`config.mk`:
```
export PLATFORM = sky130hd
export DESIGN_NAME = led_strip_pattern_generator_core_flat
export DESIGN_NICKNAME = d
export VERILOG_FILES = /design/src/hw/rtl/lspg_pkg.sv /design/src/hw/rtl/lspg_if.sv /design/src/hw/rtl/led_strip_pattern_generator_core.sv /design/src/hw/rtl/lspg_ctrl.sv /design/src/hw/rtl/lspg_datapath.sv /design/src/flat_wrapper.sv
export SDC_FILE = /design/constraint.sdc
export NUM_CORES = 1
export LEC_CHECK = 0
export BUFFER_PORTS_ARGS = -buffer_cell sky130_fd_sc_hd__buf_2
export CORE_MARGIN = 3
export CORE_UTILIZATION = 56
export DETAILED_ROUTE_END_ITERATION = 10
export GPL_TIMING_DRIVEN = 0
export PLACE_DENSITY = 0.88
export RECOVER_POWER = 100
export SLEW_MARGIN = 20
export SYNTH_ARGS = -nofsm -noshare
export SYNTH_HDL_FRONTEND = slang
export SYNTH_HIERARCHICAL = 1
export SYNTH_SLANG_ARGS = --single-unit
```
`constraint.sdc`:
```
create_clock -name clock -period 5.3 [get_ports clock]
set_clock_uncertainty 0.1 [all_clocks]
set_input_delay 1.06 -clock clock [delete_from_list [all_inputs] [get_ports clock]]
set_output_delay 1.06 -clock clock [all_outputs]
set_load 0.01 [all_outputs]
```
`src/hw/rtl/lspg_pkg.sv`:
```
`timescale 1ns / 1ps

package lspg_pkg;

   localparam int MAX_PIXELS = 64;

   localparam int PIX_W      = 6;
   localparam int CNT_W      = 7;
   localparam int PERIOD_W   = 16;
   localparam int STEP_W     = 11;
   localparam int COLOR_W    = 8;
   localparam int MODE_W     = 2;
   localparam int CSR_IDX_W  = 2;
   localparam int CSR_DATA_W = 16;

   // animation modes
   localparam logic [MODE_W-1:0] MODE_NONE    = 2'd0;
   localparam logic [MODE_W-1:0] MODE_RAINBOW = 2'd1;
   localparam logic [MODE_W-1:0] MODE_CYCLE   = 2'd2;
   localparam logic [MODE_W-1:0] MODE_GRAY    = 2'd3;

   // register indexes
   localparam logic [CSR_IDX_W-1:0] CSR_ANIM_MODE    = 2'd0;
   localparam logic [CSR_IDX_W-1:0] CSR_FRAME_PERIOD = 2'd1;
   localparam logic [CSR_IDX_W-1:0] CSR_PIXEL_COUNT  = 2'd2;

   localparam logic [MODE_W-1:0]   RESET_MODE   = MODE_NONE;
   localparam logic [PERIOD_W-1:0] RESET_PERIOD = 16'd20;
   localparam logic [CNT_W-1:0]    RESET_COUNT  = 7'd10;

   localparam logic [STEP_W-1:0] STEP_LIMIT_PLAIN = 11'd256;
   localparam logic [STEP_W-1:0] STEP_LIMIT_CYCLE = 11'd1280;

   localparam logic [COLOR_W-1:0] WHEEL_THIRD      = 8'd85;
   localparam logic [COLOR_W-1:0] WHEEL_TWO_THIRDS = 8'd170;
   localparam logic [COLOR_W-1:0] COLOR_MAX        = 8'd255;

   // 256 / pixel count, one quotient bit per cycle
   localparam int DIV_W     = 9;
   localparam int DIV_CNT_W = 4;
   localparam logic [DIV_W-1:0]     DIV_DIVIDEND = 9'd256;
   localparam logic [DIV_CNT_W-1:0] DIV_MSB      = 4'(DIV_W - 1);

   typedef struct packed {
      logic [COLOR_W-1:0] red;
      logic [COLOR_W-1:0] green;
      logic [COLOR_W-1:0] blue;
   } rgb_type;

   typedef struct packed {
      logic tick_accept;
      logic div_start;
      logic pixel_load;
      logic frame_adv;
   } cmd_type;

   typedef struct packed {
      logic frame_due;
      logic count_zero;
      logic div_done;
      logic out_free;
      logic pixel_last;
   } status_type;

   function automatic rgb_type wheel(input logic [COLOR_W-1:0] pos);
      rgb_type            c;
      logic [COLOR_W-1:0] q;
      logic [9:0]         q3;
      logic [COLOR_W-1:0] up;
      logic [COLOR_W-1:0] down;
      priority if (pos < WHEEL_THIRD) begin
         q = pos;
      end else if (pos < WHEEL_TWO_THIRDS) begin
         q = pos - WHEEL_THIRD;
      end else begin
         q = pos - WHEEL_TWO_THIRDS;
      end
      q3   = {2'b00, q} + {1'b0, q, 1'b0};
      up   = q3[COLOR_W-1:0];
      down = COLOR_MAX - up;
      priority if (pos < WHEEL_THIRD) begin
         c.red   = up;
         c.green = down;
         c.blue  = '0;
      end else if (pos < WHEEL_TWO_THIRDS) begin
         c.red   = down;
         c.green = '0;
         c.blue  = up;
      end else begin
         c.red   = '0;
         c.green = up;
         c.blue  = down;
      end
      return c;
   endfunction

endpackage

```
`src/hw/rtl/lspg_if.sv`:
```
`timescale 1ns / 1ps

interface lspg_req_if;
   logic valid;
   logic ready;
   logic ms_tick;

   modport source (output valid, output ms_tick, input ready);
   modport sink   (input valid, input ms_tick, output ready);
endinterface

interface lspg_rsp_if;
   logic       valid;
   logic       ready;
   logic [5:0] pixel_index;
   logic [7:0] red;
   logic [7:0] green;
   logic [7:0] blue;
   logic       last_pixel;

   modport source (output valid, output pixel_index, output red, output green,
                   output blue, output last_pixel, input ready);
   modport sink   (input valid, input pixel_index, input red, input green,
                   input blue, input last_pixel, output ready);
endinterface

```
`src/hw/rtl/led_strip_pattern_generator_core.sv`:
```
`timescale 1ns / 1ps

// LED strip pattern generator. Each transaction on req_ch carries one
// millisecond tick; after frame_period counted ticks (a period of zero acts as
// one) the block renders a frame of min(pixel_count, 64) pixels on rsp_ch,
// last_pixel marking the final one, in rainbow, rainbow cycle or plain gray
// mode, and mode none ignores ticks. A tick that renders nothing is accepted
// straight from idle. A rendering tick keeps req_ch.ready low through the frame:
// a 9-step shift-subtract unit first forms 256 / N for N pixels, then one pixel
// leaves the result register per cycle while rsp_ch.ready stays high. Any
// register write restarts the tick count; the user must write registers only
// while no frame is in flight, and the block itself does not enforce this.
module led_strip_pattern_generator_core (
   input  logic                            clock,
   input  logic                            reset,
   lspg_req_if.sink                        req_ch,
   lspg_rsp_if.source                      rsp_ch,
   input  logic                            csr_we,
   input  logic [lspg_pkg::CSR_IDX_W-1:0]  csr_index,
   input  logic [lspg_pkg::CSR_DATA_W-1:0] csr_wdata
);
   import lspg_pkg::*;

   cmd_type    ctrl_cmd;
   status_type dp_status;

   lspg_ctrl u_ctrl (
      .clock     (clock),
      .reset     (reset),
      .req_valid (req_ch.valid),
      .req_ready (req_ch.ready),
      .status    (dp_status),
      .cmd       (ctrl_cmd)
   );

   lspg_datapath u_datapath (
      .clock       (clock),
      .reset       (reset),
      .req_ms_tick (req_ch.ms_tick),
      .csr_we      (csr_we),
      .csr_index   (csr_index),
      .csr_wdata   (csr_wdata),
      .cmd         (ctrl_cmd),
      .status      (dp_status),
      .rsp_ch      (rsp_ch)
   );

`ifndef SYNTH
   // a pixel is only loaded when the result register can take it
   assert property (@(posedge clock) disable iff (reset)
      ctrl_cmd.pixel_load |-> dp_status.out_free)
      else $error("pixel loaded over a pending result");

   // once a frame starts, no new tick is taken
   assert property (@(posedge clock) disable iff (reset)
      ctrl_cmd.div_start |=> !req_ch.ready)
      else $error("tick accepted while a frame is starting");

   // the frame counter moves only at the end of a frame, or on a due tick when the pixel count is zero
   assert property (@(posedge clock) disable iff (reset)
      ctrl_cmd.frame_adv |->
         (ctrl_cmd.pixel_load && dp_status.pixel_last) ||
         (ctrl_cmd.tick_accept && dp_status.frame_due && dp_status.count_zero))
      else $error("frame counter advanced outside a frame end");

   // a final pixel of a frame leaves the block idle for the next tick
   assert property (@(posedge clock) disable iff (reset)
      (ctrl_cmd.pixel_load && dp_status.pixel_last) |=> req_ch.ready)
      else $error("block not idle after the last pixel");
`endif

endmodule

```
`src/hw/rtl/lspg_ctrl.sv`:
```
`timescale 1ns / 1ps

module lspg_ctrl (
   input  logic                clock,
   input  logic                reset,
   input  logic                req_valid,
   output logic                req_ready,
   input  lspg_pkg::status_type status,
   output lspg_pkg::cmd_type    cmd
);
   import lspg_pkg::*;

   localparam logic [1:0] ST_IDLE   = 2'd0;
   localparam logic [1:0] ST_DIVIDE = 2'd1;
   localparam logic [1:0] ST_EMIT   = 2'd2;

   logic [1:0] state_ff;
   logic [1:0] state_in;

   always_comb begin
      state_in = state_ff;
      cmd      = '0;
      req_ready = 1'b0;
      unique case (state_ff)
         ST_IDLE: begin
            req_ready       = 1'b1;
            cmd.tick_accept = req_valid;
            if (req_valid && status.frame_due) begin
               if (status.count_zero) begin
                  cmd.frame_adv = 1'b1;
               end else begin
                  cmd.div_start = 1'b1;
                  state_in      = ST_DIVIDE;
               end
            end
         end
         ST_DIVIDE: begin
            if (status.div_done) begin
               state_in = ST_EMIT;
            end
         end
         ST_EMIT: begin
            if (status.out_free) begin
               cmd.pixel_load = 1'b1;
               if (status.pixel_last) begin
                  cmd.frame_adv = 1'b1;
                  state_in      = ST_IDLE;
               end
            end
         end
         default: begin
            state_in = ST_IDLE;
         end
      endcase
   end

   always_ff @(posedge clock) begin
      if (reset) begin
         state_ff <= ST_IDLE;
      end else begin
         state_ff <= state_in;
      end
   end

endmodule

```
`src/hw/rtl/lspg_datapath.sv`:
```
`timescale 1ns / 1ps

module lspg_datapath (
   input  logic                                clock,
   input  logic                                reset,
   input  logic                                req_ms_tick,
   input  logic                                csr_we,
   input  logic [lspg_pkg::CSR_IDX_W-1:0]      csr_index,
   input  logic [lspg_pkg::CSR_DATA_W-1:0]     csr_wdata,
   input  lspg_pkg::cmd_type                   cmd,
   output lspg_pkg::status_type                status,
   lspg_rsp_if.source                          rsp_ch
);
   import lspg_pkg::*;

   // configuration and animation state
   logic [MODE_W-1:0]   mode_ff;
   logic [PERIOD_W-1:0] period_ff;
   logic [CNT_W-1:0]    pcount_ff;
   logic [PERIOD_W-1:0] tick_ff;
   logic [STEP_W-1:0]   step_ff;

   // divider
   logic                 div_busy_ff;
   logic                 div_done_ff;
   logic [DIV_CNT_W-1:0] div_cnt_ff;
   logic [CNT_W-1:0]     div_rem_ff;
   logic [COLOR_W-1:0]   div_q_ff;
   logic [CNT_W-1:0]     count_ff;

   // per-pixel position accumulator
   logic [CNT_W-1:0]   idx_ff;
   logic [COLOR_W-1:0] acc_q_ff;
   logic [PIX_W-1:0]   acc_r_ff;

   // result register
   logic               rsp_valid_ff;
   logic [PIX_W-1:0]   rsp_index_ff;
   rgb_type            rsp_color_ff;
   logic               rsp_last_ff;

   logic [PERIOD_W-1:0] period_eff;
   logic [PERIOD_W-1:0] tick_in;
   logic                frame_due;
   logic [CNT_W-1:0]    count_eff;
   logic                csr_hit;
   logic [CNT_W:0]      div_trial;
   logic                div_ge;
   logic [CNT_W-1:0]    div_rem_in;
   logic [CNT_W:0]      r_sum;
   logic                r_wrap;
   logic [COLOR_W-1:0]  base_pos;
   logic [COLOR_W-1:0]  wheel_pos;
   rgb_type             color;
   logic [STEP_W-1:0]   step_limit;

   assign period_eff = (period_ff == '0) ? PERIOD_W'(1) : period_ff;
   assign tick_in    = tick_ff + PERIOD_W'(1);
   assign frame_due  = req_ms_tick && (mode_ff != MODE_NONE) && (tick_in >= period_eff);
   assign count_eff  = (pcount_ff > CNT_W'(MAX_PIXELS)) ? CNT_W'(MAX_PIXELS) : pcount_ff;
   assign csr_hit    = csr_we && ((csr_index == CSR_ANIM_MODE) ||
                                  (csr_index == CSR_FRAME_PERIOD) ||
                                  (csr_index == CSR_PIXEL_COUNT));

   assign status.frame_due  = frame_due;
   assign status.count_zero = (count_eff == '0);
   assign status.div_done   = div_done_ff;
   assign status.out_free   = !rsp_valid_ff || rsp_ch.ready;
   assign status.pixel_last = ((idx_ff + CNT_W'(1)) == count_ff);

   always_ff @(posedge clock) begin
      if (reset) begin
         mode_ff   <= RESET_MODE;
         period_ff <= RESET_PERIOD;
         pcount_ff <= RESET_COUNT;
      end else if (csr_we) begin
         unique case (csr_index)
            CSR_ANIM_MODE:    mode_ff   <= csr_wdata[MODE_W-1:0];
            CSR_FRAME_PERIOD: period_ff <= csr_wdata[PERIOD_W-1:0];
            CSR_PIXEL_COUNT:  pcount_ff <= csr_wdata[CNT_W-1:0];
            default: begin
            end
         endcase
      end
   end

   always_ff @(posedge clock) begin
      if (reset) begin
         tick_ff <= '0;
      end else if (csr_hit) begin
         tick_ff <= '0;
      end else if (cmd.tick_accept && req_ms_tick && (mode_ff != MODE_NONE)) begin
         tick_ff <= frame_due ? '0 : tick_in;
      end
   end

   assign step_limit = (mode_ff == MODE_CYCLE) ? STEP_LIMIT_CYCLE : STEP_LIMIT_PLAIN;

   always_ff @(posedge clock) begin
      if (reset) begin
         step_ff <= '0;
      end else if (cmd.frame_adv) begin
         step_ff <= (step_ff >= step_limit) ? '0 : step_ff + STEP_W'(1);
      end
   end

   // restoring divide of 256 by the pixel count
   assign div_trial  = {div_rem_ff, DIV_DIVIDEND[div_cnt_ff]};
   assign div_ge     = div_trial >= {1'b0, count_ff};
   assign div_rem_in = div_ge ? CNT_W'(div_trial - {1'b0, count_ff}) : div_trial[CNT_W-1:0];

   always_ff @(posedge clock) begin
      if (reset) begin
         div_busy_ff <= 1'b0;
         div_done_ff <= 1'b0;
      end else begin
         div_done_ff <= div_busy_ff && (div_cnt_ff == '0);
         if (cmd.div_start) begin
            div_busy_ff <= 1'b1;
         end else if (div_cnt_ff == '0) begin
            div_busy_ff <= 1'b0;
         end
      end
   end

   always_ff @(posedge clock) begin
      if (cmd.div_start) begin
         div_cnt_ff <= DIV_MSB;
         div_rem_ff <= '0;
         div_q_ff   <= '0;
         count_ff   <= count_eff;
      end else if (div_busy_ff) begin
         div_cnt_ff <= div_cnt_ff - DIV_CNT_W'(1);
         div_rem_ff <= div_rem_in;
         div_q_ff   <= {div_q_ff[COLOR_W-2:0], div_ge};
      end
   end

   // floor(i*256/count) tracked as quotient plus remainder
   assign r_sum  = {2'b00, acc_r_ff} + {1'b0, div_rem_ff};
   assign r_wrap = r_sum >= {1'b0, count_ff};

   always_ff @(posedge clock) begin
      if (cmd.div_start) begin
         idx_ff   <= '0;
         acc_q_ff <= '0;
         acc_r_ff <= '0;
      end else if (cmd.pixel_load) begin
         idx_ff <= idx_ff + CNT_W'(1);
         if (r_wrap) begin
            acc_r_ff <= PIX_W'(r_sum - {1'b0, count_ff});
            acc_q_ff <= acc_q_ff + div_q_ff + COLOR_W'(1);
         end else begin
            acc_r_ff <= PIX_W'(r_sum);
            acc_q_ff <= acc_q_ff + div_q_ff;
         end
      end
   end

   assign base_pos  = (mode_ff == MODE_CYCLE) ? acc_q_ff : COLOR_W'(idx_ff);
   assign wheel_pos = base_pos + step_ff[COLOR_W-1:0];

   always_comb begin
      if (mode_ff == MODE_GRAY) begin
         color.red   = step_ff[COLOR_W-1:0];
         color.green = step_ff[COLOR_W-1:0];
         color.blue  = step_ff[COLOR_W-1:0];
      end else begin
         color = wheel(wheel_pos);
      end
   end

   always_ff @(posedge clock) begin
      if (reset) begin
         rsp_valid_ff <= 1'b0;
      end else if (cmd.pixel_load) begin
         rsp_valid_ff <= 1'b1;
      end else if (rsp_ch.ready) begin
         rsp_valid_ff <= 1'b0;
      end
   end

   always_ff @(posedge clock) begin
      if (cmd.pixel_load) begin
         rsp_index_ff <= idx_ff[PIX_W-1:0];
         rsp_color_ff <= color;
         rsp_last_ff  <= status.pixel_last;
      end
   end

   assign rsp_ch.valid       = rsp_valid_ff;
   assign rsp_ch.pixel_index = rsp_index_ff;
   assign rsp_ch.red         = rsp_color_ff.red;
   assign rsp_ch.green       = rsp_color_ff.green;
   assign rsp_ch.blue        = rsp_color_ff.blue;
   assign rsp_ch.last_pixel  = rsp_last_ff;

endmodule
```
`src/flat_wrapper.sv`:
```
// flat-port wrapper written by rule: the top's interface ports become plain ports
module led_strip_pattern_generator_core_flat import lspg_pkg::*;
  (clock, reset, csr_we, csr_index, csr_wdata, req_ch_valid, req_ch_ms_tick, req_ch_ready, rsp_ch_valid, rsp_ch_pixel_index, rsp_ch_red, rsp_ch_green, rsp_ch_blue, rsp_ch_last_pixel, rsp_ch_ready);
  lspg_req_if req_ch_i ();
  lspg_rsp_if rsp_ch_i ();
  input  logic clock;
  input  logic reset;
  input  logic csr_we;
  input  logic [lspg_pkg::CSR_IDX_W-1:0] csr_index;
  input  logic [lspg_pkg::CSR_DATA_W-1:0] csr_wdata;
  input wire logic [$bits(req_ch_i.valid)-1:0] req_ch_valid;
  input wire logic [$bits(req_ch_i.ms_tick)-1:0] req_ch_ms_tick;
  output wire logic [$bits(req_ch_i.ready)-1:0] req_ch_ready;
  output wire logic [$bits(rsp_ch_i.valid)-1:0] rsp_ch_valid;
  output wire logic [$bits(rsp_ch_i.pixel_index)-1:0] rsp_ch_pixel_index;
  output wire logic [$bits(rsp_ch_i.red)-1:0] rsp_ch_red;
  output wire logic [$bits(rsp_ch_i.green)-1:0] rsp_ch_green;
  output wire logic [$bits(rsp_ch_i.blue)-1:0] rsp_ch_blue;
  output wire logic [$bits(rsp_ch_i.last_pixel)-1:0] rsp_ch_last_pixel;
  input wire logic [$bits(rsp_ch_i.ready)-1:0] rsp_ch_ready;
  assign req_ch_i.valid = req_ch_valid;
  assign req_ch_i.ms_tick = req_ch_ms_tick;
  assign req_ch_ready = req_ch_i.ready;
  assign rsp_ch_valid = rsp_ch_i.valid;
  assign rsp_ch_pixel_index = rsp_ch_i.pixel_index;
  assign rsp_ch_red = rsp_ch_i.red;
  assign rsp_ch_green = rsp_ch_i.green;
  assign rsp_ch_blue = rsp_ch_i.blue;
  assign rsp_ch_last_pixel = rsp_ch_i.last_pixel;
  assign rsp_ch_i.ready = rsp_ch_ready;
  led_strip_pattern_generator_core u_core (.clock(clock), .reset(reset), .req_ch(req_ch_i), .rsp_ch(rsp_ch_i), .csr_we(csr_we), .csr_index(csr_index), .csr_wdata(csr_wdata));
endmodule
```
# == Word-level counts from Yosys, hierarchy flattened ==
# Memories as Yosys holds them, arrays and structs flattened. A register that Yosys moved wholly into a read port is not among the register bits.
# Cells that the tools add are included.
# word_totals
ff_bits,135
rom_bits,16
output_inout_bits,33
n_memories,1
# classes
n_addsub,14
magnitude_cmp,8
n_eq_ne,12
muxes,38
n_reduce_logical,24
# mem_list
memory,depth,word_bits,read_ports,rd_clocked_by_memory_dff,wr,line,rtl
(no name shown),16,1,1,1,0,lspg_datapath.sv:108,"assign div_trial = {div_rem_ff, DIV_DIVIDEND[div_cnt_ff]};"
# op_table
op,count
2-to-1 mux 24 bit,3
2-to-1 mux 8 bit,5
2-to-1 mux 16 bit,2
adder 8 bit,3
2-to-1 mux 11 bit,2
"adder 16 x 1 -> 16 bit, second input constant",1
greater-or-equal comparator 16 bit,1
greater-or-equal comparator 8 x 7 -> 1 bit,2
logical NOT 16 bit,1
2-to-1 mux 2 bit,7
2-to-1 mux 7 bit,2
2-to-1 mux 1 bit,12
"adder 11 x 1 -> 11 bit, second input constant",1
greater-or-equal comparator 11 bit,1
adder 6 x 7 -> 8 bit,1
"adder 8 x 1 -> 8 bit, second input constant",1
"== test 2 bit, second input constant",4
"< comparator 8 x 7 -> 1 bit, second input constant",1
"< comparator 8 bit, second input constant",1
2-to-1 mux 4 bit,2
"subtractor 8 x 7 -> 8 bit, second input constant",1
"subtractor 8 bit, first input constant",1
"subtractor 8 bit, second input constant",1
"adder 7 x 1 -> 7 bit, second input constant",1
22 further kinds,39

# == Longest topological paths before layout ==
# Gate-level depths: netlist of run 1.
# depth
depth_word,12
ltp_mapped,25

# == By module ==
# The synthesis of run 1 kept the hierarchy.
# by_module_without_submodules
mod,n_inst,cells_each,area_each_um2
lspg_datapath,1,985,8793.4
lspg_ctrl,1,18,135.1

# == Least setup slack after synthesis of run 1 ==
# Ideal clock, no wire load.
# synth_path
path_type,reg2reg
startpoint,register u_core.u_datapath.mode_ff[0]
endpoint,register u_core.u_datapath.rsp_color_ff (netlist bit u_core/u_datapath/rsp_ch.blue[7]) (data pin)
arrival_time_ns,5.305
slack_ns,-0.374
path_stages_with_launch,24
cell_sequence,dfxtp_1 > nand2b_1 > buf_6 > mux2_2 > ha_1 > fa_1 > a211o_2 > a2111o_1 > o311a_2 > a21oi_2 > or2_2 > clkbuf_1 > clkbuf_1 > nand2_1 > o21ai_0 > ha_1 > inv_1 > fa_1 > o31ai_4 > xnor2_2 > xnor2_1 > ha_1 > nand2_1 > o21ai_0
# synth_rtl
item,line,rtl
"start, declared",lspg_datapath.sv:17,logic [MODE_W-1:0] mode_ff;
"start signal, assigned",lspg_datapath.sv:78,CSR_ANIM_MODE: mode_ff <= csr_wdata[MODE_W-1:0];
"end signal, assigned",lspg_datapath.sv:186,rsp_color_ff <= color;
"end, declared",lspg_datapath.sv:39,rgb_type rsp_color_ff;

==> run summary, run 1 <==
Unrepaired setup endpoints after global routing: true
Max Fclk: 0.1827 GHz
Area of the multi-input gates: 0.005720 sq mm
Worst flop-to-flop path startpoint: u_core/u_datapath/mode_ff[0]$_SDFFE_PP0P_
Most frequent cells in the layout: nor2_1 (108), nand2_1 (105), dfxtp_1 (96)
I/O pin total: 57
Worst-case clock buffer depth: 2
EDFF count, synth: 38
Skew-Pair Late Insertion Delay: 0.43 ns
Count of final setup violators: 7
Critical setup path kind: reg2reg
Avg Inst Size Synth: 8.902 sq um
# port buffers: 56
Standard-cell row count: 45
Crit Path Max Fanout: 7
Yosys cell types: 86
Full die area: 0.01750 sq mm
Startpoint Class: flip-flop
CTS tree: yes
Largest net degree at the start of global routing: 26
Area growth syn-to-layout: 18.55%
Root buf cell: clkbuf_16
P per Cell Area: 256.7 mW/mm^2
Worst Tran Pin Value: 1.443 ns
Hold slack: 0.3637 ns
Placed Area: 0.009529 sq mm
Sum of negative setup slack: -0.7227 ns
Iter 0 DRT Violations: 890
Crit path DAT: 5.54 ns
Crit path to: u_core/u_datapath/rsp_ch.blue[7]$_DFFE_PP_
First-pass GRT wire length: 36.70 mm
Status: complete, but fails checks
Failing checks: capacitance limit, setup timing
Initial Utilization: 57.88%
Leak: 4.395 nW
Antenna-violating nets left: 0
Vias: 8123
Synth warnings: 6
Total Wirelength: 24.11 mm
Netlist Area Pre-Place: 0.008929 sq mm
DP HPWL: 14.81 mm
Maximum capacitance violations: 1
Clk pin slew, worst setup/hold paths: 0.06 ns
Number of global-route vias before repair: 7522
Hold path startpoint: u_core/u_datapath/tick_ff[15]$_SDFFE_PP0P_
WL/cell: 18.02 um
Diodes inserted: 0
CTS Hold Bufs: 0
Share of layout cells above drive strength 1: 15.00%
Top_reg_cell synth: dfxtp_1
Placed insts: 1271
Die W: 132.3 um
Max-Slew Margin vs Limit: 1.295%
Post-Place Setup Slack: -0.6170 ns
Critical R2R Capture: u_core/u_datapath/rsp_ch.blue[7]$_DFFE_PP_
Fin cells: 1338
GR Overflow Total: 0
Initial antenna violation count: 1
Max IR drop VDD: 237.2 uV
Leading cell type in the layout, fill and taps excluded: nor2_1
RD Place Congestion: 0.9070
CTS Sinks: 136
Chip height: 132.3 um
Nets: 1223
Clock buffer count from CTS: 17
Fin crit share: 103.3%
Vias per inst: 6.071
Final Max Tran Viols: 0
Data required, critical path: 5.37 ns
Hold Vio Cnt, Final: 0
CTS H-tree depth: 4
Sequential Area: 0.003110 sq mm
Register area share after synthesis: 34.75%
Initial DRT Pass Iterations: 8
Fin util: 68.61%
Ys async rst share: 0%
Register-to-Register Path Depth: 23
Tmin final: 5.474 ns
Post-route cell area: 0.01059 sq mm
Worst min path class: reg2reg
Crit end category: flip-flop
FF-to-FF setup slack: -0.17 ns
Global router's overall resource usage: 25.78%
DRC viols: 0
Tot Pwr: 2.717 mW
Layout filler cell count: 1084
PnR worst setup slack: -0.1737 ns
Core Box Area: 0.01543 sq mm
Flops & latches, synth: 136
Mapped Cells: 1003
Syn nets: 1112
Worst setup path startpoint: u_core/u_datapath/mode_ff[0]$_SDFFE_PP0P_
area by class of cell:
type | instances | share of cell area [%]
sequential | 136 | 29.39
tap | 211 | 2.494
multi-input combinational | 767 | 54.04
clock inverter | 14 | 1.170
inverter | 62 | 2.340
buffer | 35 | 1.442
clock buffer | 18 | 4.149
timing repair buffer | 95 | 4.976
cell families (layout without fill, tap and decap cells):
logic type                 Yosys count  in the layout  share of synthesized area, %
xor gates and xnor gates            75             75                         8.240
buffers and inverters              100            224                         4.484
AOI/OAI and AO/OA                  231            231                         17.85
adders and majority gates           85             85                         12.42
and+or+nand+nor                    341            341                         18.16
muxes                               35             35                         4.092
DFF                                136            136                         34.75
what timing repair did:
action,CTS,global route
gates cloned,0,0
setup buffers,21,16
resized for setup,31,29
setup endpoints to repair,18,53
pin swaps,25,25
report_power, final:
part / internal [mW] / switching [mW]
clock network: 0.657 / 0.473
registers: 1.09 / 0.0260
logic: 0.209 / 0.260
total: 1.96 / 0.759
synth_stat cells (all sizes together), types with 15 or more instances:
| library cell | n | share of area [%] |
|---|---|---|
| dfxtp | 98 | 22 |
| xor2 | 29 | 3.1 |
| xnor2 | 46 | 5.1 |
| mux2i | 26 | 2.9 |
| edfxtp | 38 | 13 |
| nor2 | 109 | 4.6 |
| nand2 | 107 | 4.6 |
| nor2b | 15 | 1.1 |
| inv | 61 | 2.6 |
| o21ai | 42 | 2.4 |
| a211oi | 19 | 1.8 |
| clkbuf | 31 | 1.3 |
| ha | 79 | 11 |
| nand3 | 28 | 1.6 |
| a21o | 24 | 2.0 |
| a21oi | 76 | 4.3 |
sequential cells by signal, summed over array words and instances, names as in the netlist, 8 cells and up:
register and flops:
u_core/u_datapath/rsp_ch.blue 8, u_core/u_datapath/tick_ff 16, u_core/u_datapath/rsp_ch.green 8, u_core/u_datapath/div_q_ff 8, u_core/u_datapath/step_ff 11, u_core/u_datapath/rsp_ch.red 8
u_core/u_datapath/acc_q_ff 8, u_core/u_datapath/period_ff 16
layer usage:
layer / wire, um / track usage, % / vias to the layer above
li1: - / - / 3769
met1: 9577 / 33.06 / 3751
met2: 11100 / 42.42 / 501
met3: 2396 / 5.992 / 100
met4: 1028 / 10.05 / 2
met5: 7 / 0 / -
worst min path at each step:
stage / end / slack (ns) / depth (start not counted)
2_1_floorplan: u_core/u_datapath/period_ff[0]$_SDFFE_PP0P_ / 0.34 / 2
3_3_place_gp: u_core/u_datapath/period_ff[0]$_SDFFE_PP0P_ / 0.35 / 2
3_5_place_dp: u_core/u_datapath/period_ff[0]$_SDFFE_PP0P_ / 0.35 / 2
4_1_cts: u_core/u_datapath/period_ff[0]$_SDFFE_PP0P_ / 0.36 / 2
5_1_grt: u_core/u_datapath/period_ff[0]$_SDFFE_PP0P_ / 0.38 / 2
6_report: u_core/u_datapath/tick_ff[15]$_SDFFE_PP0P_ / 0.36 / 2
critical path: stages (launching register included):
cell,delay (ns)
dfxtp_4,0.34
nand2b_4,0.16
buf_4,0.16
mux2_2,0.33
ha_1,0.35
a21oi_1,0.28
o31ai_4,0.11
buf_4,0.19
xnor2_4,0.40
a21oi_4,0.12
buf_4,0.17
mux2_4,0.31
o2bb2ai_4,0.16
xnor2_4,0.25
ha_4,0.27
a21oi_4,0.15
o21bai_1,0.10
a21oi_2,0.19
o31ai_4,0.10
xnor2_2,0.36
xnor2_1,0.20
ha_1,0.27
nand2_1,0.06
o21ai_1,0.06
Power figures use the tool's default switching activity.
==> inputs of run 2 (changes only) <==
CAP_MARGIN = 20   (was unset)
CELL_PAD_IN_SITES_DETAIL_PLACEMENT = 1   (was unset)
CELL_PAD_IN_SITES_GLOBAL_PLACEMENT = 2   (was unset)
CORE_UTILIZATION = 35   (was 56)
==> run summary, run 2 (same netlist as run 1, synthesis figures left out) <==
I/O pin total: 57
WL/cell: 18.33 um
Standard-cell row count: 57
Net Sw Frac: 28.13%
Vias per inst: 5.278
Clock buffer count from CTS: 17
Most frequent cells in the layout: nor2_1 (108), nand2_1 (105), dfxtp_1 (96)
CTS Sinks: 136
Post-route cell area: 0.01084 sq mm
Tot Pwr: 2.785 mW
Vias: 7695
Hold path startpoint: u_core/u_datapath/tick_ff[15]$_SDFFE_PP0P_
Crit end category: flip-flop
Unrepaired setup endpoints after global routing: true
Fin crit share: 103.1%
Hold slack: 0.3627 ns
Die W: 165.7 um
Layout filler cell count: 2938
CTS tree: yes
Tmin final: 5.463 ns
Number of global-route vias before repair: 7995
Final Max Tran Viols: 33
Hold Vio Cnt, Final: 0
Startpoint Class: flip-flop
Chip height: 165.7 um
Critical setup path kind: reg2reg
Count of final setup violators: 5
Sum of negative setup slack: -0.3140 ns
Nets: 1230
Sequential power share: 40.1%
GR Overflow Total: 0
RD Place Congestion: 0.8187
Register-to-Register Path Depth: 23
Worst-case clock buffer depth: 2
Data required, critical path: 5.34 ns
PnR worst setup slack: -0.1627 ns
Iter 0 DRT Violations: 321
# port buffers: 56
Leading cell type in the layout, fill and taps excluded: nor2_1
Global router's overall resource usage: 18.62%
Crit path DAT: 5.51 ns
Total Wirelength: 26.73 mm
Clk pin slew, worst setup/hold paths: 0.06 ns
P per Cell Area: 256.9 mW/mm^2
Area growth syn-to-layout: 21.38%
Status: complete, but fails checks
DP HPWL: 18.26 mm
Top flop regs: u_core/u_datapath/period_ff (16), u_core/u_datapath/tick_ff (16), u_core/u_datapath/step_ff (11)
Internal: 2.001 mW
Core Box Area: 0.02468 sq mm
Sw Pwr: 783.4 uW
Max-Slew Margin vs Limit: -33.24%
Worst Tran Pin Value: 1.948 ns
Hold Crit Endpoint: u_core/u_datapath/tick_ff[15]$_SDFFE_PP0P_
Diodes inserted: 0
Full die area: 0.02746 sq mm
Worst min path class: reg2reg
Root buf cell: clkbuf_16
Share of layout cells above drive strength 1: 15.70%
Critical R2R Capture: u_core/u_datapath/rsp_ch.blue[7]$_DFFE_PP_
Largest net degree at the start of global routing: 29
Skew-Pair Late Insertion Delay: 0.43 ns
Maximum capacitance violations: 2
Clock power share: 42.7%
Placed Area: 0.009678 sq mm
DRC viols: 0
Antenna-violating nets left: 0
Initial DRT Pass Iterations: 4
Crit Path Max Fanout: 8
Initial antenna violation count: 0
FF-to-FF setup slack: -0.16 ns
Failing checks: capacitance limit, slew limit, setup timing
Combinational share of power: 17.2%
Leak: 4.484 nW
Max Fclk: 0.1831 GHz
Initial Utilization: 36.18%
CTS H-tree depth: 4
Max IR drop VDD: 166.3 uV
Worst flop-to-flop path startpoint: u_core/u_datapath/mode_ff[0]$_SDFFE_PP0P_
Hold Crit Depth: 2
First-pass GRT wire length: 41.73 mm
-- run 2: cell count changes in the layout (fill, tap and decap cells not counted), moves of 2 or more --
cell	change
buf_6	+5
a21oi_2	+3
ha_1	+3
a21oi_1	-2
buf_8	+2
clkbuf_2	+2
clkinv_2	-2
ha_4	-2
inv_6	+2
-- run 2: critical path, cell delays in order (launching register included) --
cell and delay (ns):
dfxtp_4 0.36, nand2b_4 0.12, buf_8 0.13, mux2_2 0.37
ha_1 0.33, a211oi_4 0.37, o31ai_4 0.12, buf_6 0.15
xnor2_4 0.34, a21oi_4 0.11, buf_4 0.16, mux2_4 0.32
o2bb2ai_4 0.17, xnor2_4 0.29, ha_4 0.27, a21oi_2 0.14
o21bai_1 0.09, a21oi_2 0.18, o31ai_4 0.11, xnor2_2 0.29
xnor2_1 0.17, ha_1 0.27, nand2_1 0.09, o21ai_1 0.10
-- run 2: stage by stage --
step	worst slack, ns	util [%]	cells
2_1_floorplan	0.02381	-	1003
3_3_place_gp	-0.8053	39.02	1383
3_5_place_dp	-0.8945	39.22	1385
4_1_cts	-0.01197	43.18	1443
5_1_grt	-0.3418	43.92	1458
6_report	-0.1627	43.92	1458
-- run 2: timing repair --
| action | in CTS | in global routing |
|---|---|---|
| resized for setup | 35 | 37 |
| pin swaps | 24 | 22 |
| hold buffers | 0 | 0 |
| setup buffers | 27 | 17 |
| setup endpoints to repair | 18 | 61 |
-- run 2: worst max path at each step --
stage / slack [ns] / depth (start not counted) / to / start
floorplan: 0.02 / 23 / u_core/u_datapath/rsp_ch.blue[7]$_DFFE_PP_ / u_core/u_datapath/mode_ff[0]$_SDFFE_PP0P_
global placement: -0.81 / 24 / u_core/u_datapath/rsp_ch.blue[7]$_DFFE_PP_ / u_core/u_datapath/mode_ff[0]$_SDFFE_PP0P_
detailed placement: -0.89 / 24 / u_core/u_datapath/rsp_ch.blue[7]$_DFFE_PP_ / u_core/u_datapath/mode_ff[0]$_SDFFE_PP0P_
CTS: -0.01 / 25 / u_core/u_datapath/rsp_ch.blue[7]$_DFFE_PP_ / u_core/u_datapath/mode_ff[0]$_SDFFE_PP0P_
global route: -0.34 / 26 / u_core/u_datapath/rsp_ch.blue[7]$_DFFE_PP_ / u_core/u_datapath/mode_ff[0]$_SDFFE_PP0P_
finish: -0.16 / 23 / u_core/u_datapath/rsp_ch.blue[7]$_DFFE_PP_ / u_core/u_datapath/mode_ff[0]$_SDFFE_PP0P_
-- run 2: final cells by class --
type	count	area [sq um]	share of cell area (%)
Timing Repair Buffer	101	591.8	5.461
Clock buffer	21	471.7	4.352
Multi-Input combinational cell	767	5725	52.83
Buffer	36	176.4	1.628
Inverter	62	245.2	2.263
Clock inverter	11	111.4	1.027
Tap cell	324	405.4	3.740
Sequential cell	136	3110	28.70
-- run 2: metal layers --
layer  vias to the layer above  part of all wire (%)  global-route usage [%]
met5                         -                     0                       0
met4                         0                   1.3                   4.810
met3                        31                   3.5                   4.051
met2                       104                    50                   32.13
met1                      3789                    45                   23.71
li1                       3771                     -                       -
-- run 2: power by group through the flow --
stage               clock (mW)  sequential (mW)  combinational (mW)
global route              1.27             1.12               0.540
finish                    1.19             1.12               0.479
floorplan                    0             1.13               0.339
detailed placement           0             1.14               0.438
CTS                       1.22             1.12               0.464
global placement             0             1.14               0.420
==> inputs of run 3 (changes only) <==
SETUP_SLACK_MARGIN = 0.02   (was unset)
==> run summary, run 3 (same netlist as run 1, synthesis figures left out) <==
Skew-Pair Late Insertion Delay: 0.43 ns
Worst Tran Pin Value: 1.917 ns
Worst min path class: reg2reg
Critical setup path kind: reg2reg
Startpoint Class: flip-flop
Worst-path cell chain: nand2b_4 -> mux2_4 -> ha_4 -> fa_2 -> a211o_4 -> a2111o_1 -> o311a_4 -> a21oi_4 -> or2_4 -> o31ai_4 -> a21oi_2 -> xor2_1 -> buf_4 -> ha_4 -> a21oi_2 -> o21bai_1 -> a21oi_2 -> o31ai_4 -> xnor2_2 -> xnor2_1 -> ha_1 -> nand2_1 -> o21ai_1
Nets: 1234
Clk pin slew, worst setup/hold paths: 0.06 ns
Initial DRT Pass Iterations: 4
First-pass GRT wire length: 41.66 mm
Crit Path Max Fanout: 7
Iter 0 DRT Violations: 351
Final Max Tran Viols: 33
Diodes inserted: 0
P per Cell Area: 256.8 mW/mm^2
RD Place Congestion: 0.8187
Slowest cell on crit path: a2111o_1
Leading cell type in the layout, fill and taps excluded: nor2_1
Die W: 165.7 um
Number of global-route vias before repair: 7975
Tmin final: 5.385 ns
Hold slack: 0.3626 ns
Total Wirelength: 26.79 mm
CTS H-tree depth: 4
CTS Sinks: 136
Fin crit share: 101.6%
Initial antenna violation count: 0
Antenna-violating nets left: 0
Vias per inst: 5.260
Largest net degree at the start of global routing: 29
Clock buffer count from CTS: 17
DRC viols: 0
# port buffers: 56
Chip height: 165.7 um
Max Fclk: 0.1857 GHz
Vias: 7690
Count of final setup violators: 3
Hold Vio Cnt, Final: 0
Max IR drop VDD: 172.1 uV
Delay of the slowest cell on the worst path: 0.43 ns
Crit path top cell by count: a21oi_2
CTS tree: yes
Worst-case clock buffer depth: 2
Share of layout cells above drive strength 1: 16.17%
I/O pin total: 57
Placed insts: 1385
GR Overflow Total: 0
Full die area: 0.02746 sq mm
Worst path buffer plus inverter count: 1
Unrepaired setup endpoints after global routing: true
Tot Pwr: 2.783 mW
Maximum capacitance violations: 2
Global router's overall resource usage: 18.60%
Top flop regs: u_core/u_datapath/period_ff (16), u_core/u_datapath/tick_ff (16), u_core/u_datapath/step_ff (11)
Crit path DAT: 5.44 ns
Max-Slew Margin vs Limit: -31.12%
Most frequent cells in the layout: nor2_1 (108), nand2_1 (103), dfxtp_1 (96)
Standard-cell row count: 57
Leak: 4.488 nW
Root buf cell: clkbuf_16
WL/cell: 18.32 um
Fin cells: 1462
Fin util: 43.93%
Cell family with most CP delay: compound AO/OA/AOI/OAI gates
DP HPWL: 18.26 mm
Core Box Area: 0.02468 sq mm
PnR worst setup slack: -0.08522 ns
Status: complete, but fails checks
Area growth syn-to-layout: 21.40%
Data required, critical path: 5.35 ns
Crit end category: flip-flop
Failing checks: capacitance limit, slew limit, setup timing
Initial Utilization: 36.18%
-- run 3: cell types whose count changed in the layout (fill, tap and decap cells not counted), moves of 2 or more --
cell,delta
a21oi_2,+2
buf_4,+8
nand2_2,+3
a21oi_1,-2
nand2_1,-2
buf_6,-4
-- run 3: worst paths after layout --
kind	cells past startpoint	slack, ns	endpoint	from
worst max-delay path	23	-0.09	u_core/u_datapath/rsp_ch.blue[7]$_DFFE_PP_	u_core/u_datapath/mode_ff[0]$_SDFFE_PP0P_
worst min-delay path	2	0.36	u_core/u_datapath/tick_ff[15]$_SDFFE_PP0P_	u_core/u_datapath/tick_ff[15]$_SDFFE_PP0P_
worst max register to register	23	-0.09	u_core/u_datapath/rsp_ch.blue[7]$_DFFE_PP_	u_core/u_datapath/mode_ff[0]$_SDFFE_PP0P_
worst min register to register	2	0.36	u_core/u_datapath/tick_ff[15]$_SDFFE_PP0P_	u_core/u_datapath/tick_ff[15]$_SDFFE_PP0P_
-- run 3: timing repair --
| item | CTS | global route |
|---|---|---|
| setup endpoints to repair | 18 | 61 |
| hold buffers | 0 | 0 |
| pin swaps | 22 | 26 |
| gates resized for setup | 35 | 34 |
| setup buffers | 26 | 22 |
-- run 3: layout make-up --
cell class | count | area [sq um]
fill | 2946 | 13840
tap | 324 | 405.4
buffer | 35 | 158.9
multi-input combinational | 767 | 5710
clock buffer | 21 | 471.7
sequential | 136 | 3110
clock inverter | 11 | 111.4
timing repair buffer | 106 | 625.6
inverter | 62 | 245.2
-- run 3: layer usage --
| metal | track usage [%] | wire, um | vias up |
|---|---|---|---|
| li1 | - | - | 3769 |
| met1 | 23.97 | 12310 | 3789 |
| met2 | 32.06 | 13420 | 108 |
| met3 | 3.622 | 753 | 24 |
| met4 | 4.810 | 304 | 0 |
| met5 | 0 | 0 | - |
-- run 3: worst register-to-register path, delay by kind of cell (launching register included) --
kind                       cells  cell delay (ns)
xor gates and xnor gates       3             0.68
buffers and inverters          1             0.18
DFF                            1             0.34
and+or+nand+nor                3             0.47
AOI/OAI and AO/OA             11             1.99
muxes                          1             0.34
adders and majority gates      4             1.03
-- run 3: through the flow --
stage	worst slack, ns	setup TNS [ns]	instance area [sq um]
3_3_place_gp	-0.8053	-12.49	9628
3_5_place_dp	-0.8945	-9.198	9678
6_report	-0.08522	-0.2023	10840
4_1_cts	0.02300	0	10650
5_1_grt	-0.2991	-1.070	10840
2_1_floorplan	0.02381	0	8942
-- run 3: report_power, final --
part / total [mW] / internal (mW) / switching [mW]
logic: 0.481 / 0.215 / 0.265
registers: 1.12 / 1.09 / 0.0241
clock network: 1.19 / 0.693 / 0.493
